## src/hw/rtl/pdd_pkg.sv

```systemverilog
// ----------------------------------------------------------------------------
// pdd_pkg: shared types and constants of the PalmDoc decompressor
// Byte classes, controller states and the command and status bundles that
// join the controller and the datapath.
// ----------------------------------------------------------------------------
package pdd_pkg;

  // History window; the address arithmetic wraps, so keep it a power of two
  localparam int unsigned HistDepth = 2048;
  localparam int unsigned HistAw    = $clog2(HistDepth);

  // Byte codes of the compressed stream
  localparam logic [7:0] RunLo   = 8'h01;
  localparam logic [7:0] RunHi   = 8'h08;
  localparam logic [7:0] RefLo   = 8'h80;
  localparam logic [7:0] RefHi   = 8'hBF;
  localparam logic [7:0] SpaceLo = 8'hC0;
  localparam logic [7:0] Ascii   = 8'h7F;
  localparam logic [7:0] SpaceCh = 8'h20;

  // Back-reference fields
  localparam int unsigned DistW  = 11;
  localparam int unsigned LenW   = 4;
  localparam logic [LenW-1:0] LenBase = 4'd3;

  typedef enum logic [1:0] {
    CLS_LIT,
    CLS_RUN,
    CLS_REF,
    CLS_SPACE
  } byte_cls_e;

  typedef enum logic [2:0] {
    ST_IDLE,
    ST_RUN,
    ST_REFB,
    ST_LAUNCH,
    ST_COPY,
    ST_SECOND
  } state_e;

  typedef enum logic [1:0] {
    SEL_IN,
    SEL_SPACE,
    SEL_SECOND,
    SEL_HIST
  } out_sel_e;

  typedef struct packed {
    logic     accept;     // take the input request
    logic     emit;       // load the output register
    out_sel_e sel;        // source of the emitted byte
    logic     hist_we;    // record the emitted byte in the history
    logic     last;       // final byte of this request
    logic     load_pend;  // capture the low six bits of the control byte
    logic     dec_pend;   // one literal of the run consumed
    logic     save_second;// keep the second byte of a space pair
    logic     start_ref;  // compute copy source and length
    logic     rd_issue;   // read the history at the copy source
  } cmd_t;

  typedef struct packed {
    logic      mode;      // compressed mode register
    logic      out_free;  // output register can take a byte this cycle
    byte_cls_e cls;       // class of the offered input byte
    logic      pend_one;  // one literal left in the run
    logic      cnt_one;   // one byte left in the copy
  } stat_t;

endpackage

```

## src/hw/rtl/pdd_ctrl.sv

```systemverilog
// ----------------------------------------------------------------------------
// pdd_ctrl: decode sequencer
// Tracks the stream phase and steps the datapath through literals, space
// pairs and history copies.
// ----------------------------------------------------------------------------
module pdd_ctrl (
  input  logic           clk_i,
  input  logic           rst_ni,
  input  logic           in_valid_i,
  input  pdd_pkg::stat_t stat_i,
  output logic           in_stall_o,
  output pdd_pkg::cmd_t  cmd_o
);

  pdd_pkg::state_e state_q, state_d;
  logic            acc_state;
  logic            take;

  // Input is taken only in a phase-holding state with room at the output
  assign acc_state = (state_q == pdd_pkg::ST_IDLE) || (state_q == pdd_pkg::ST_RUN) ||
                     (state_q == pdd_pkg::ST_REFB);
  assign take       = acc_state && in_valid_i && stat_i.out_free;
  assign in_stall_o = !(acc_state && stat_i.out_free);

  // Next state
  always_comb begin
    state_d = state_q;
    unique case (state_q)
      pdd_pkg::ST_IDLE: begin
        if (take && stat_i.mode) begin
          unique case (stat_i.cls)
            pdd_pkg::CLS_RUN:   state_d = pdd_pkg::ST_RUN;
            pdd_pkg::CLS_REF:   state_d = pdd_pkg::ST_REFB;
            pdd_pkg::CLS_SPACE: state_d = pdd_pkg::ST_SECOND;
            default:            state_d = pdd_pkg::ST_IDLE;
          endcase
        end
      end
      pdd_pkg::ST_RUN: begin
        if (take && stat_i.mode && stat_i.pend_one) state_d = pdd_pkg::ST_IDLE;
      end
      pdd_pkg::ST_REFB: begin
        if (take && stat_i.mode) state_d = pdd_pkg::ST_LAUNCH;
      end
      pdd_pkg::ST_LAUNCH: state_d = pdd_pkg::ST_COPY;
      pdd_pkg::ST_COPY: begin
        if (stat_i.out_free && stat_i.cnt_one) state_d = pdd_pkg::ST_IDLE;
      end
      pdd_pkg::ST_SECOND: begin
        if (stat_i.out_free) state_d = pdd_pkg::ST_IDLE;
      end
      default: state_d = pdd_pkg::ST_IDLE;
    endcase
  end

  // Commands
  always_comb begin
    cmd_o        = '0;
    cmd_o.sel    = pdd_pkg::SEL_IN;
    cmd_o.accept = take;
    unique case (state_q)
      pdd_pkg::ST_IDLE: begin
        if (take && !stat_i.mode) begin
          cmd_o.emit = 1'b1;
          cmd_o.last = 1'b1;
        end else if (take) begin
          unique case (stat_i.cls)
            pdd_pkg::CLS_RUN, pdd_pkg::CLS_REF: cmd_o.load_pend = 1'b1;
            pdd_pkg::CLS_SPACE: begin
              cmd_o.emit        = 1'b1;
              cmd_o.sel         = pdd_pkg::SEL_SPACE;
              cmd_o.hist_we     = 1'b1;
              cmd_o.save_second = 1'b1;
            end
            default: begin
              cmd_o.emit    = 1'b1;
              cmd_o.hist_we = 1'b1;
              cmd_o.last    = 1'b1;
            end
          endcase
        end
      end
      pdd_pkg::ST_RUN: begin
        if (take) begin
          cmd_o.emit     = 1'b1;
          cmd_o.last     = 1'b1;
          cmd_o.hist_we  = stat_i.mode;
          cmd_o.dec_pend = stat_i.mode;
        end
      end
      pdd_pkg::ST_REFB: begin
        if (take && !stat_i.mode) begin
          cmd_o.emit = 1'b1;
          cmd_o.last = 1'b1;
        end else if (take) begin
          cmd_o.start_ref = 1'b1;
        end
      end
      pdd_pkg::ST_LAUNCH: cmd_o.rd_issue = 1'b1;
      pdd_pkg::ST_COPY: begin
        if (stat_i.out_free) begin
          cmd_o.emit     = 1'b1;
          cmd_o.sel      = pdd_pkg::SEL_HIST;
          cmd_o.hist_we  = 1'b1;
          cmd_o.last     = stat_i.cnt_one;
          cmd_o.rd_issue = !stat_i.cnt_one;
        end
      end
      pdd_pkg::ST_SECOND: begin
        if (stat_i.out_free) begin
          cmd_o.emit    = 1'b1;
          cmd_o.sel     = pdd_pkg::SEL_SECOND;
          cmd_o.hist_we = 1'b1;
          cmd_o.last    = 1'b1;
        end
      end
      default: cmd_o.accept = 1'b0;
    endcase
  end

  // State register
  always_ff @(posedge clk_i or negedge rst_ni) begin
    if (!rst_ni) begin
      state_q <= pdd_pkg::ST_IDLE;
    end else begin
      state_q <= state_d;
    end
  end

endmodule

```

## config.mk

```make
export PLATFORM = sky130hd
export DESIGN_NAME = pdd_ctrl
export DESIGN_NICKNAME = d
export VERILOG_FILES = /design/src/hw/rtl/pdd_pkg.sv /design/src/hw/rtl/pdd_ctrl.sv
export SDC_FILE = /design/constraint.sdc
export NUM_CORES = 1
export LEC_CHECK = 0
export BUFFER_PORTS_ARGS = -buffer_cell sky130_fd_sc_hd__buf_2
export CAP_MARGIN = 20
export CELL_PAD_IN_SITES_DETAIL_PLACEMENT = 0
export CELL_PAD_IN_SITES_GLOBAL_PLACEMENT = 1
export CORE_MARGIN = 1.5
export CORE_UTILIZATION = 31
export CTS_CLUSTER_DIAMETER = 150
export DETAILED_ROUTE_END_ITERATION = 16
export PLACE_DENSITY_LB_ADDON = 0.1
export SLEW_MARGIN = 10
export SYNTH_ARGS = -nofsm -noshare
export SYNTH_HDL_FRONTEND = slang
export SYNTH_SLANG_ARGS = --single-unit
```

## constraint.sdc

```tcl
create_clock -name clk_i -period 2.1 [get_ports clk_i]
set_input_delay 0.21 -clock clk_i [delete_from_list [all_inputs] [get_ports clk_i]]
set_output_delay 0.21 -clock clk_i [all_outputs]
set_load 0.005 [all_outputs]
```

==> flow_metrics.env <==
export IMPL_status="finished, final reports clean"
export IMPL_synth_seq_area_share_pct=18.1
export IMPL_hold_violations=0
export IMPL_rsz0062_at_grt="false"
export IMPL_cts_setup_buffers=0
export IMPL_final_util_pct=45.6
export IMPL_max_cap_violations=0
export IMPL_r2r_end="state_q[2]$_DFFE_PN0P_"
export IMPL_cp_startpoint="state_q[0]$_DFFE_PN0P_"
export IMPL_grt_max_degree=14
export IMPL_largest_reg_flops=3
export IMPL_die_area_sq_mm=0.00156
export IMPL_vias=446
export IMPL_end_kind="primary output"
export IMPL_cts_buffers=3
export IMPL_setup_viol=0
export IMPL_fin_cells=90
export IMPL_seqPwrFrac_pct=30.0
export IMPL_crit_fanout=13
export IMPL_nets=90
export IMPL_max_freq_mhz=633
export IMPL_drt_first_pass_iters=4
export IMPL_worstPathCellList="nor2_1 > nand2_4 > nor3b_2 > buf_2"
export IMPL_peakVddDrop_mv=0.334
export IMPL_insertion_delay_ps=240
export IMPL_synth_edff_count=0
export IMPL_antenna_found_initial=0
export IMPL_drcViolationCount=0
export IMPL_internal_power_mw=0.250
export IMPL_crit_path_end="cmd_o[4]"
export IMPL_synthToLayoutAreaGrowth_pct=29.0
export IMPL_track_usage_pct=18.1
export IMPL_ys_flop_type="dfrtp_1"
export IMPL_root_buffer="clkbuf_4"
export IMPL_start_util_pct=35.4
export IMPL_hold_path_class="primary input to asynchronous set/reset pin"
export IMPL_io_buffers=20
export IMPL_place_hpwl_um=834
export IMPL_startpoint_type="register"
export IMPL_io_pins=21
export IMPL_nFillCells=129
export IMPL_post_route_period_util_pct=75.3
export IMPL_gp_congestion=0.754
export IMPL_path_delay_family="simple AND/OR/NAND/NOR gates"
export IMPL_syn_area_sq_um=414
export IMPL_grt_remaining_overflow=0
export IMPL_cpPeakStageDelay_ps=500
export IMPL_p_sw_share_pct=45.2
export IMPL_p_comb_share_pct=47.1
export IMPL_critical_path_depth=4
export IMPL_die_w_um=39.6
export IMPL_drive_above_1_share_pct=39.5
export IMPL_worstRegToRegCells=3
export IMPL_p_sw_mw=0.206
export IMPL_reg_top3="state_q: 3 flops"
export IMPL_die_y_um=39.6
export IMPL_r2r_start="state_q[0]$_DFFE_PN0P_"
export IMPL_cp_slowest_cell="dfrtp_1"
export IMPL_synth_ff_latch_count=3
export IMPL_clock_power_share_pct=22.9
export IMPL_drtIter0Drc=3
export IMPL_reg2reg_slack_ps=920
export IMPL_power_leakage_nw=0.287
export IMPL_antenna_cells=0
export IMPL_htreeDepth=1
export IMPL_worstMarginPinSlew_ps=381
export IMPL_clk_pin_slew_worst_paths_ps=40
export IMPL_synth_cell_types=23
export IMPL_power_density_mw_per_mm2=853
export IMPL_yosys_warnings=0
export IMPL_clock_path_buffers=2
export IMPL_relSlewSlack_pct=74.6
export IMPL_fin_skew_ps=8.80
export IMPL_crit_type="register to primary output"
export IMPL_avgSynthCellArea_sq_um=7.67
export IMPL_coreArea_sq_mm=0.00117
export IMPL_slew_violations=0
export IMPL_vias_per_cell=4.96
export IMPL_avgRoutedWirePerCell_um=12.1
export IMPL_syn_num_nets=67
export IMPL_async_flop_share_pct=100
export IMPL_crit_arrival_ps=1370
export IMPL_ant_nets=0
export IMPL_clock_sink_count=3
export IMPL_worstPathRequired_ps=1890
export IMPL_row_count=12
export IMPL_period_needed_ps=1580
export IMPL_timing_setup_tns_ps=0
export IMPL_cts_tree="done"
export IMPL_dpl_cell_count=85
export IMPL_regMostFlops="state_q"
export IMPL_grt_first_pass_wirelength_mm=1.85
export IMPL_cp_num_buf_inv=1
export IMPL_grt_pass1_vias=421
export IMPL_routed_wl_mm=1.09
export IMPL_synth_cells=54
## placed cells by master (no fill, tap or decap), types with 2 or more instances in the layout
cell type  count
nand3_1        5
ha_1           4
inv_1          5
clkbuf_4       3
dfrtp_1        3
buf_2         20
o21ai_0        2
nor2_1         5
nor3_1         4
a21oi_1        5
nand2b_1       2
nand2_1        4
## stage by stage
| step | setup slack [ps] | instance area (sq um) | hold slack [ps] | total power, mW |
|---|---|---|---|---|
| floorplan | 941 | 414 | -85.6 | 0.311 |
| global placement | 719 | 498 | 6.38 | 0.353 |
| detailed placement | 766 | 498 | 10.2 | 0.348 |
| CTS | 506 | 534 | 298 | 0.460 |
| global route | 380 | 534 | 304 | 0.502 |
| finish | 519 | 534 | 293 | 0.456 |
## worst min path at each step
stage,cells past startpoint,to,from,slack (ps)
after floorplan,0,state_q[0]$_DFFE_PN0P_,rst_ni,-90
after global placement,1,state_q[1]$_DFFE_PN0P_,rst_ni,6
after detailed placement,1,state_q[0]$_DFFE_PN0P_,rst_ni,10
after CTS,2,state_q[2]$_DFFE_PN0P_,rst_ni,300
after global routing,2,state_q[2]$_DFFE_PN0P_,rst_ni,300
final,2,state_q[2]$_DFFE_PN0P_,rst_ni,290
## Yosys cell counts (2+ instances only)
| cell type | number | area [sq um] |
|---|---|---|
| a21oi_1 | 5 | 25.0 |
| buf_6 | 3 | 33.8 |
| dfrtp_1 | 3 | 75.1 |
| ha_1 | 4 | 50.1 |
| inv_1 | 5 | 18.8 |
| nand2_1 | 4 | 15.0 |
| nand2b_1 | 2 | 12.5 |
| nand3_1 | 5 | 25.0 |
| nor2_1 | 5 | 18.8 |
| nor3_1 | 4 | 20.0 |
| o21ai_0 | 2 | 10.0 |
## power groups by stage
| stage | clock (mW) | combinational [mW] | sequential, mW |
|---|---|---|---|
| 4_1_cts | 0.106 | 0.217 | 0.137 |
| 3_3_place_gp | 0 | 0.214 | 0.139 |
| 3_5_place_dp | 0 | 0.211 | 0.137 |
| 5_1_grt | 0.113 | 0.244 | 0.146 |
| 2_1_floorplan | 0 | 0.220 | 0.0904 |
| 6_report | 0.104 | 0.215 | 0.136 |
## cells by family (layout without fill, tap and decap cells)
family                   Yosys count  in the layout  synth area share [%]
AND/OR/NAND/NOR                   25             25                  34.1
AO/OA/AOI/OAI                     13             13                  22.1
flip-flops                         3              3                  18.1
adder cells (fa/ha/maj)            4              4                  12.1
buffers and inverters              9             31                  13.6
## metal layers
metal	up-vias	track usage [%]	routed length [um]
li1	233	-	-
met2	18	26.2	485
met3	0	3.41	62
met4	0	10.3	0
met1	195	24.6	544
met5	-	0	0
## layout make-up
cell class / instances / area (sq um) / share of cell area, %
multi-input cells: 42 / 283 / 52.9
repair buffers: 21 / 110 / 20.6
flip-flops and latches: 3 / 75.1 / 14.1
clock buffers: 4 / 26.3 / 4.92
inverters: 6 / 22.5 / 4.22
well taps: 14 / 17.5 / 3.28
## timing repair
| action | 4_1_cts | 5_1_grt |
|---|---|---|
| hold buffers | 1 | 0 |
| gates resized for setup | 0 | 0 |
| hold endpoints to repair | 3 | 0 |
Note: power is estimated with default switching activity, not from simulation.
